===== src/rtl/fpc_pkg.sv =====
`timescale 1ns / 1ps
package fpc_pkg;
  localparam int MaxSlotsDefault = 32;

  localparam logic [2:0] OP_READ    = 3'd0;
  localparam logic [2:0] OP_WRITE   = 3'd1;
  localparam logic [2:0] OP_DROP    = 3'd2;
  localparam logic [2:0] OP_FIND    = 3'd3;
  localparam logic [2:0] OP_ALLOC   = 3'd4;
  localparam logic [2:0] OP_RELEASE = 3'd5;

  localparam logic [1:0] LT_OBJECT = 2'd1;
  localparam logic [1:0] LT_SECOND = 2'd2;

  localparam logic [1:0] WC_THROUGH = 2'd1;
  localparam logic [1:0] WC_DELETE  = 2'd2;

  localparam logic [1:0] FA_NONE   = 2'd0;
  localparam logic [1:0] FA_FILL   = 2'd1;
  localparam logic [1:0] FA_DIRECT = 2'd2;
  localparam logic [1:0] FA_WRITE  = 2'd3;

  localparam logic [1:0] CA_NONE = 2'd0;
  localparam logic [1:0] CA_TO_CALLER = 2'd1;
  localparam logic [1:0] CA_TO_SLOT = 2'd2;

  typedef struct packed {
    logic [2:0]  operation;
    logic [14:0] page_index;
    logic [15:0] object_id;
    logic [4:0]  slot;
    logic [1:0]  lookup_type;
    logic [1:0]  write_command;
  } fpc_req_t;

  typedef struct packed {
    logic       hit;
    logic       slot_valid;
    logic [4:0] result_slot;
    logic [1:0] flash_action;
    logic [1:0] copy_action;
    logic       evicted;
    logic [4:0] evicted_slot;
  } fpc_rsp_t;
endpackage


===== src/rtl/flash_page_cache_lru_controller.sv =====
`timescale 1ns / 1ps
// Slot tag and LRU controller. A transaction is taken when start is high and busy is low;
// its result is shown for one cycle with done, and the receiver cannot stall it. Each
// transaction walks the slots one per cycle through a single compare/subtract unit:
// a lookup scan, and on a read miss (other than LT_SECOND) or an allocate, an age scan
// when every slot is busy, then a free-slot scan. A read miss with every slot busy is the
// worst case; a hit is shorter. A slot_count write clears the valid map and needs the
// block idle.
module flash_page_cache_lru_controller #(
  parameter int MAX_SLOTS = fpc_pkg::MaxSlotsDefault
) (
  input  logic              clk,
  input  logic              rst,
  input  logic              start,
  output logic              busy,
  input  fpc_pkg::fpc_req_t req,
  output logic              done,
  output fpc_pkg::fpc_rsp_t rsp,
  input  logic              cfg_we,
  input  logic [5:0]        cfg_data
);
  import fpc_pkg::*;

  localparam int IW = (MAX_SLOTS > 1) ? $clog2(MAX_SLOTS) : 1;
  localparam int CW = $clog2(MAX_SLOTS + 1);

  localparam logic [2:0] S_IDLE  = 3'd0;
  localparam logic [2:0] S_LOOK  = 3'd1;
  localparam logic [2:0] S_AGE   = 3'd2;
  localparam logic [2:0] S_FREE  = 3'd3;
  localparam logic [2:0] S_DONE  = 3'd4;

  logic [2:0]           state;
  logic [MAX_SLOTS-1:0] valid_map;
  logic [MAX_SLOTS-1:0] is_wc;
  logic [MAX_SLOTS-1:0] wthru;
  logic [14:0]          slot_page [MAX_SLOTS];
  logic [15:0]          slot_object [MAX_SLOTS];
  logic [31:0]          slot_stamp [MAX_SLOTS];
  logic [31:0]          access_clock;
  logic [CW-1:0]        count;
  fpc_req_t             cur;
  logic [CW-1:0]        idx;
  logic [31:0]          best;
  logic                 best_found;
  logic [IW-1:0]        best_idx;
  fpc_rsp_t             res;

  logic [IW-1:0] ix;
  logic          vld_i;
  logic [31:0]   age_i;
  logic          last;
  logic          all_busy;
  logic [MAX_SLOTS-1:0] cmask;

  assign ix    = idx[IW-1:0];
  assign vld_i = valid_map[ix];
  assign age_i = access_clock - slot_stamp[ix];
  assign last  = (idx + CW'(1)) >= count;

  always_comb begin
    for (int i = 0; i < MAX_SLOTS; i++) cmask[i] = (CW'(i) < count);
  end
  assign all_busy = (valid_map & cmask) == cmask;

  assign busy = (state != S_IDLE);

  always_ff @(posedge clk) begin
    if (rst) begin
      state        <= S_IDLE;
      valid_map    <= '0;
      is_wc        <= '0;
      wthru        <= '0;
      access_clock <= '0;
      count        <= CW'(MAX_SLOTS);
      done         <= 1'b0;
      for (int i = 0; i < MAX_SLOTS; i++) begin
        slot_page[i]   <= '0;
        slot_object[i] <= '0;
        slot_stamp[i]  <= '0;
      end
    end else begin
      done <= 1'b0;
      if (cfg_we) begin
        valid_map <= '0;
        if (cfg_data == 6'd0) count <= CW'(1);
        else if ({26'd0, cfg_data} > MAX_SLOTS) count <= CW'(MAX_SLOTS);
        else count <= CW'(cfg_data);
      end
      case (state)
        S_IDLE: begin
          if (start) begin
            cur        <= req;
            idx        <= '0;
            best       <= '0;
            best_found <= 1'b0;
            best_idx   <= '0;
            case (req.operation)
              OP_READ, OP_WRITE, OP_DROP, OP_FIND: begin
                res   <= '0;
                state <= S_LOOK;
              end
              OP_ALLOC: begin
                res   <= '0;
                state <= all_busy ? S_AGE : S_FREE;
              end
              OP_RELEASE: begin
                if ({{(32-5){1'b0}}, req.slot} < 32'(count)) begin
                  valid_map[req.slot[IW-1:0]]   <= 1'b0;
                  is_wc[req.slot[IW-1:0]]       <= 1'b0;
                  wthru[req.slot[IW-1:0]]       <= 1'b0;
                  slot_object[req.slot[IW-1:0]] <= '0;
                  res <= '{result_slot: req.slot, default: '0};
                end else begin
                  res <= '0;
                end
                state <= S_DONE;
              end
              default: begin
                res   <= '0;
                state <= S_DONE;
              end
            endcase
          end
        end
        S_LOOK: begin
          if (cur.operation == OP_FIND ?
              (vld_i && is_wc[ix] && slot_object[ix] == cur.object_id) :
              (vld_i && !is_wc[ix] && slot_page[ix] == cur.page_index)) begin
            res.hit         <= 1'b1;
            res.result_slot <= 5'(ix);
            state           <= S_DONE;
            case (cur.operation)
              OP_FIND: res.slot_valid <= 1'b1;
              OP_READ: begin
                access_clock    <= access_clock + 32'd1;
                slot_stamp[ix]  <= access_clock + 32'd1;
                res.slot_valid  <= 1'b1;
                res.copy_action <= CA_TO_CALLER;
              end
              OP_WRITE: begin
                if (cur.write_command == WC_THROUGH) begin
                  slot_stamp[ix]   <= access_clock;
                  res.flash_action <= FA_WRITE;
                end else if (cur.write_command == WC_DELETE &&
                             cur.lookup_type != LT_OBJECT) begin
                  valid_map[ix]    <= 1'b0;
                  is_wc[ix]        <= 1'b0;
                  wthru[ix]        <= 1'b0;
                  res.flash_action <= FA_WRITE;
                end else begin
                  access_clock     <= access_clock + 32'd1;
                  slot_stamp[ix]   <= access_clock + 32'd1;
                  res.slot_valid   <= 1'b1;
                  res.copy_action  <= CA_TO_SLOT;
                  res.flash_action <= wthru[ix] ? FA_WRITE : FA_NONE;
                end
              end
              default: begin
                valid_map[ix] <= 1'b0;
                is_wc[ix]     <= 1'b0;
                wthru[ix]     <= 1'b0;
              end
            endcase
          end else if (last) begin
            idx   <= '0;
            state <= S_DONE;
            case (cur.operation)
              OP_READ: begin
                access_clock <= access_clock + 32'd1;
                if (cur.lookup_type == LT_SECOND) res.flash_action <= FA_DIRECT;
                else state <= all_busy ? S_AGE : S_FREE;
              end
              OP_WRITE: res.flash_action <= FA_WRITE;
              default: ;
            endcase
          end else begin
            idx <= idx + CW'(1);
          end
        end
        S_AGE: begin
          // strictly greater keeps the lowest slot on a tie
          if (age_i > best && !is_wc[ix]) begin
            best       <= age_i;
            best_found <= 1'b1;
            best_idx   <= ix;
          end
          if (last) begin
            idx   <= '0;
            state <= S_FREE;
            if (age_i > best && !is_wc[ix]) begin
              valid_map[ix]    <= 1'b0;
              is_wc[ix]        <= 1'b0;
              wthru[ix]        <= 1'b0;
              res.evicted      <= 1'b1;
              res.evicted_slot <= 5'(ix);
            end else if (best_found) begin
              valid_map[best_idx] <= 1'b0;
              is_wc[best_idx]     <= 1'b0;
              wthru[best_idx]     <= 1'b0;
              res.evicted         <= 1'b1;
              res.evicted_slot    <= 5'(best_idx);
            end
          end else begin
            idx <= idx + CW'(1);
          end
        end
        S_FREE: begin
          if (!vld_i) begin
            valid_map[ix]   <= 1'b1;
            slot_stamp[ix]  <= access_clock;
            res.slot_valid  <= 1'b1;
            res.result_slot <= 5'(ix);
            state           <= S_DONE;
            if (cur.operation == OP_READ) begin
              is_wc[ix]        <= 1'b0;
              wthru[ix]        <= 1'b1;
              slot_page[ix]    <= cur.page_index;
              res.flash_action <= FA_FILL;
              res.copy_action  <= CA_TO_CALLER;
            end else begin
              is_wc[ix]       <= 1'b1;
              wthru[ix]       <= 1'b0;
              slot_object[ix] <= cur.object_id;
            end
          end else if (last) begin
            state <= S_DONE;
            if (cur.operation == OP_READ) res.flash_action <= FA_DIRECT;
          end else begin
            idx <= idx + CW'(1);
          end
        end
        S_DONE: begin
          done  <= 1'b1;
          state <= S_IDLE;
        end
        default: state <= S_IDLE;
      endcase
    end
  end

  assign rsp = res;

  a_done_idle: assert property (@(posedge clk) disable iff (rst)
    done |-> state == S_IDLE) else $error("done outside idle");
  a_evict_full: assert property (@(posedge clk) disable iff (rst)
    (state == S_AGE && last) |-> all_busy) else $error("eviction without full map");
  a_idx_range: assert property (@(posedge clk) disable iff (rst)
    (state == S_LOOK || state == S_AGE || state == S_FREE) |-> idx < count)
    else $error("scan index past count");
endmodule

===== config.mk =====
export PLATFORM = sky130hd
export DESIGN_NAME = flash_page_cache_lru_controller
export DESIGN_NICKNAME = d
export VERILOG_FILES = /design/src/rtl/fpc_pkg.sv /design/src/rtl/flash_page_cache_lru_controller.sv
export SDC_FILE = /design/constraint.sdc
export NUM_CORES = 2
export LEC_CHECK = 0
export BUFFER_PORTS_ARGS = -buffer_cell sky130_fd_sc_hd__buf_2
export CORE_AREA = 2 2 381 667
export CTS_CLUSTER_DIAMETER = 200
export DETAILED_ROUTE_END_ITERATION = 16
export DIE_AREA = 0 0 383 669
export PLACE_DENSITY_LB_ADDON = 0.25
export SLEW_MARGIN = 15
export SYNTH_ARGS = -nofsm -noshare
export SYNTH_HDL_FRONTEND = slang
export SYNTH_SLANG_ARGS = --single-unit

===== constraint.sdc =====
create_clock -name clk -period 23.1 [get_ports clk]
set_input_delay 3.465 -clock clk [delete_from_list [all_inputs] [get_ports clk]]
set_output_delay 3.465 -clock clk [all_outputs]
set_load 0.05 [all_outputs]

# ---- Word level (Yosys, flattened, before mapping)
# Memory sizes are Yosys's and may differ from the RTL's. A register that Yosys moved wholly into a read port is not among the register bits.
# Index checks and enable logic that the tools add are counted.
# W data, S select, Z words.
dict set report op_classes {
  add_sub_neg 3
  magnitude_cmp 42
  n_eq_ne 44
  n_mux 176
  bitwise 20
  reduce_logical 40
}
# op count
set ops {}
lappend ops {{$mux W32} 45}
lappend ops {{$pmux W32 S4} 3}
lappend ops {{$and A32 B32 Y32} 10}
lappend ops {{$pmux W32 S2} 5}
lappend ops {{$lt A5 B6 Y1 const A} 16}
lappend ops {{$not A32 Y32} 3}
lappend ops {{$or A32 B32 Y32} 3}
lappend ops {{$mux W6} 11}
lappend ops {{$mux W1} 56}
lappend ops {{$lt A4 B6 Y1 const A} 8}
lappend ops {{$mux W15} 3}
lappend ops {{$mux W5} 9}
lappend ops {{$add A32 B1 Y32 const B} 1}
lappend ops {{$eq A32 B32 Y1} 1}
lappend ops {{$gt A32 B32 Y1} 1}
lappend ops {{$mux W16} 2}
lappend ops {{$reduce_or A16 Y1} 2}
lappend ops {{$reduce_or A32 Y1} 1}
lappend ops {{$sub A32 B32 Y32} 1}
lappend ops {{$ne A3 B3 Y1 const B} 10}
lappend ops {{$pmux W10 S3} 1}
lappend ops {{$mux W2} 14}
lappend ops {{$lt A3 B6 Y1 const A} 4}
lappend ops {{$mux W3} 8}
lappend ops {{51 further kinds} 107}
dict set report word_totals {
  reg_bits 237
  ramBits 2016
  in_bits 53
  elab_cells 351
  n_memories 3
}
# memory depth word_bits rd rd_ports_with_merged_regs write_ports line_no
set memory_table {}
lappend memory_table {slot_stamp 32 32 1 1 32 flash_page_cache_lru_controller.sv:39} ;# logic [31:0] slot_stamp [MAX_SLOTS];
lappend memory_table {slot_object 32 16 1 1 32 flash_page_cache_lru_controller.sv:38} ;# logic [15:0] slot_object [MAX_SLOTS];
lappend memory_table {slot_page 32 15 1 1 32 flash_page_cache_lru_controller.sv:37} ;# logic [14:0] slot_page [MAX_SLOTS];

# ---- Depth between registers and ports, before layout
dict set report logic_depth {
  word_depth 15
  mapped_depth 41
}

# ---- Worst setup path after synthesis
# No wires, ideal clock.
dict set report synth_timing {
  path_type {reg2reg}
  from {reg with a tool-made name}
  to {reg best[0], enable pin}
  setup_time_ns 0.491
  arrival_ns 11.703
  required_ns 22.609
  slack_ns 10.907
  stages_incl_launch_ff 35
  cell_sequence {dfxtp_1 -> buf_2 -> buf_2 -> buf_4 -> buf_4 -> buf_4 -> buf_4 -> buf_4 -> buf_4 -> buf_2 -> clkbuf_1 -> buf_1 -> mux4_2 -> mux4_2 -> mux2i_1 -> ha_1 -> a21oi_1 -> and4b_1 -> o311a_1 -> o31a_1 -> o21a_1 -> o211a_1 -> o31ai_1 -> nor3_1 -> or3_1 -> ha_1 -> nand4_1 -> nor3_1 -> nand4_1 -> or4_1 -> o21bai_1 -> a21o_1 -> clkbuf_1 -> clkbuf_1 -> a211oi_1}
}
# item line_no
set synth_lines {}
lappend synth_lines {{end signal, assigned} flash_page_cache_lru_controller.sv:184} ;# best <= age_i;
lappend synth_lines {{end, declared} flash_page_cache_lru_controller.sv:44} ;# logic [31:0] best;

==> flow_metrics.env <==
export IMPL_outcome="finished, final reports clean"
export IMPL_clkLatencyLatePin_ns=0.90
export IMPL_gp_congestion=0.9829
export IMPL_power_frac_comb=0.325
export IMPL_slew_violations=0
export IMPL_wl_um=402200
export IMPL_drt_wirelength_per_cell_um=34.76
export IMPL_relSlewSlack=0.1097
export IMPL_fillers=21910
export IMPL_vias_per_cell=6.375
export IMPL_syn_num_nets=8375
export IMPL_tritoncts_num_buffers=208
export IMPL_fin_tns_setup_ns=0
export IMPL_maxCapViolations=0
export IMPL_first_iter_violations=9279
export IMPL_cp_arrival_ns=13.48
export IMPL_tightest_slew_ns=1.331
export IMPL_grt_max_degree=128
export IMPL_antenna_found_initial=30
export IMPL_ys_types=89
export IMPL_power_density_nw_per_um2=104.3
export IMPL_min_period_ns=12.73
export IMPL_path_common_cell="buf_4"
export IMPL_ys_ff_latch=2258
export IMPL_whs_path_depth=2
export IMPL_grtUsageTotal=0.3101
export IMPL_ctsResizeCount=0
export IMPL_synth_largest_area_cell="edfxtp_1"
export IMPL_crit_type="flip-flop to flip-flop"
export IMPL_layout_nets=8209
export IMPL_drive_above_1_share=0.1629
export IMPL_synth_area_per_cell_um2=13.03
export IMPL_synth_mux_area_frac=0.1316
export IMPL_grt_pass1_wl_um=560400
export IMPL_cp_max_fo=58
export IMPL_min_period_over_period=0.5512
export IMPL_cts_buffer_depth=4
export IMPL_drc=0
export IMPL_ff2ff_path_depth=31
export IMPL_synth_fa_ha_area_frac=0.009550
export IMPL_rows=244
export IMPL_final_seq_area_um2=66390
export IMPL_async_flop_share=0
export IMPL_final_cell_mix="edfxtp_1 (2115), nor2_1 (1771), and2_1 (518), mux4_2 (515), nand2_1 (311)"
export IMPL_core_region_area_um2=251300
export IMPL_synth_cell_area_um2=107400
export IMPL_die_h_um=669
export IMPL_multiInputGateArea_um2=37960
export IMPL_clockRootBuffer="clkbuf_16"
export IMPL_reg2reg_setup_slack_ns=10.37
export IMPL_max_freq_ghz=0.07854
export IMPL_required_ns=23.84
export IMPL_p_sw_uw=4337
export IMPL_yosysSeqAreaShare=0.6178
export IMPL_fin_util=0.4702
export IMPL_yosysWarnings=0
export IMPL_synth_top_family_by_area="simple AND/OR/NAND/NOR gates"
export IMPL_start_util=0.4276
export IMPL_p_leak_uw=0.03921
export IMPL_final_common_cell="edfxtp_1"
export IMPL_synth_ff_type="edfxtp_1"
export IMPL_hp_class="flip-flop to flip-flop"
export IMPL_yosys_area_share_simple=0.1347
export IMPL_power_internal_uw=7983
export IMPL_hold_violations=0
export IMPL_place_hpwl_um=262500
export IMPL_seqPwrFrac=0.392
export IMPL_p_sw_frac=0.3520
export IMPL_io_pins=72
export IMPL_gr_total_overflow=0
export IMPL_netlist_area_leader_share=0.5911
export IMPL_rsz0062_at_grt="no"
export IMPL_start_kind="flip-flop"
export IMPL_cts_tree="built"
export IMPL_area_growth_syn_to_layout_pct=9.961
export IMPL_die_width_um=383
export IMPL_cts_sinks=2258
export IMPL_grt_pass1_vias=72800
export IMPL_synth_edff_count=2115
export IMPL_holdBufCountCts=0
export IMPL_synthXorXnorAreaFrac=0.003995
export IMPL_min_to="is_wc[9]"
export IMPL_critPathCaptureType="flip-flop"
export IMPL_io_buffers=71
export IMPL_dr_pass1_iters=8
export IMPL_hold_path_startpoint="is_wc[9]"
export IMPL_rr_endpoint="wthru[15]"
export IMPL_fp_dieArea_um2=256200
export IMPL_path_clk_slew_ns=0.07
export IMPL_synth_area_leaders="edfxtp_1 (59%), mux4_2 (11%), nor2_1 (6.2%)"
export IMPL_synth_compound_area_frac=0.06843
export IMPL_clock_power_share=0.283
export IMPL_vias=73750
export IMPL_peakVddDrop_mv=0.09580
export IMPL_post_cts_setup_buffers=0
export IMPL_ant_nets=0
export IMPL_p_total_uw=12320
export IMPL_slowest_stage="or4_1"
export IMPL_setup_viol=0
export IMPL_netlist_instances=8243
export IMPL_slowest_delay_ns=0.79
export IMPL_htreeDepth=4
export IMPL_clock_skew_ns=0.06212
power by group through the flow:
stage	Combinational [uW]	Sequential, uW	Clock, uW
floorplan	2470	4840	0
global placement	3890	4900	0
detailed placement	3920	4910	0
CTS	3930	4830	3500
global route	4140	4840	3620
finish	4000	4830	3490
critical path, delay by kind of cell, from the launching register on:
kind,cells,cell delay (ns)
compound gates,14,3.89
fa+ha+maj,2,0.47
buf+inv,6,3.92
flops,1,0.65
mux,3,1.29
simple gates,6,2.14
kinds of logic (layout without fill, tap and decap cells):
kind of cell / Yosys count / count (layout)
other: 0 / 15
buffers and inverters: 853 / 843
adder cells (fa/ha/maj): 82 / 82
XOR/XNOR: 49 / 49
multiplexers: 767 / 767
AO/OA/AOI/OAI: 1034 / 1034
flip-flops: 2258 / 2258
AND/OR/NAND/NOR: 3200 / 3200
synth_stat cells, types with 12 or more instances:
cell and n:
nor2b_1 47, nand3_1 119, mux4_2 515, a311oi_1 14, o311a_1 12, a32o_1 15
ha_1 78, edfxtp_1 2115, nor3_1 130, dfxtp_1 143, inv_1 106, a221oi_1 32
xnor2_1 23, nand2_1 357, or4_1 22, mux2_2 14, a22o_1 19, and3_1 26
o311ai_0 23, o211ai_1 55, buf_1 69, a211oi_1 21, a21oi_1 174, clkbuf_1 407
buf_2 225, mux2i_1 238, a21o_1 34, o22ai_1 22, or3_1 32, a31oi_1 50
nor2_1 1786, a211oi_2 24, and2_1 518, o32ai_1 22, nand2b_1 24, nor4_1 37
nand4_1 45, o31ai_1 27, o21ai_0 216, buf_4 34, o221ai_1 18, a22oi_1 109
xor2_1 26
stage by stage:
| stage | std cells | instance area, um^2 | hold slack (ns) | setup WS (ns) |
|---|---|---|---|---|
| after detailed placement | 11190 | 111500 | 0.4529 | 10.12 |
| after CTS | 11550 | 118100 | 0.4620 | 10.10 |
| after global routing | 11560 | 118100 | 0.4861 | 9.538 |
| after floorplan | 8243 | 107400 | 0.4291 | 10.91 |
| after global placement | 11190 | 111500 | 0.4458 | 10.26 |
| final | 11570 | 118100 | 0.4627 | 10.37 |
area by class of cell:
type,instances,share of cell area
inverter,113,0.003707
antenna,15,0.0003177
clock inverter,109,0.009309
multi-input combinational,5132,0.3213
tap,3321,0.03517
sequential,2258,0.5619
timing repair buffer,364,0.02227
clock buffer,257,0.04597
sequential cells by signal (all words and copies together) (netlist names), named ones only:
name / count
done: 1
idx: 6
slot_object: 512
access_clock: 32
slot_stamp: 1024
is_wc: 32
state: 3
wthru: 32
cur: 38
slot_page: 480
best_found: 1
rsp: 17
best: 32
best_idx: 5
count: 6
valid_map: 32
worst max path at each step:
stage / from / to / slack, ns
after floorplan: flip-flop / best[0] / 10.91
after global placement: flip-flop / is_wc[22] / 10.26
after detailed placement: flip-flop / wthru[15] / 10.12
after CTS: flip-flop / is_wc[15] / 10.10
after global routing: flip-flop / is_wc[15] / 9.54
final: flip-flop / wthru[15] / 10.37
per-layer routing:
| layer | track usage | wire length [um] |
|---|---|---|
| met1 | 0.3470 | 133100 |
| met2 | 0.5368 | 201100 |
| met3 | 0.05311 | 33660 |
| met4 | 0.2174 | 34260 |
| met5 | 0 | 60 |
Note: power is estimated with default switching activity, not from simulation.
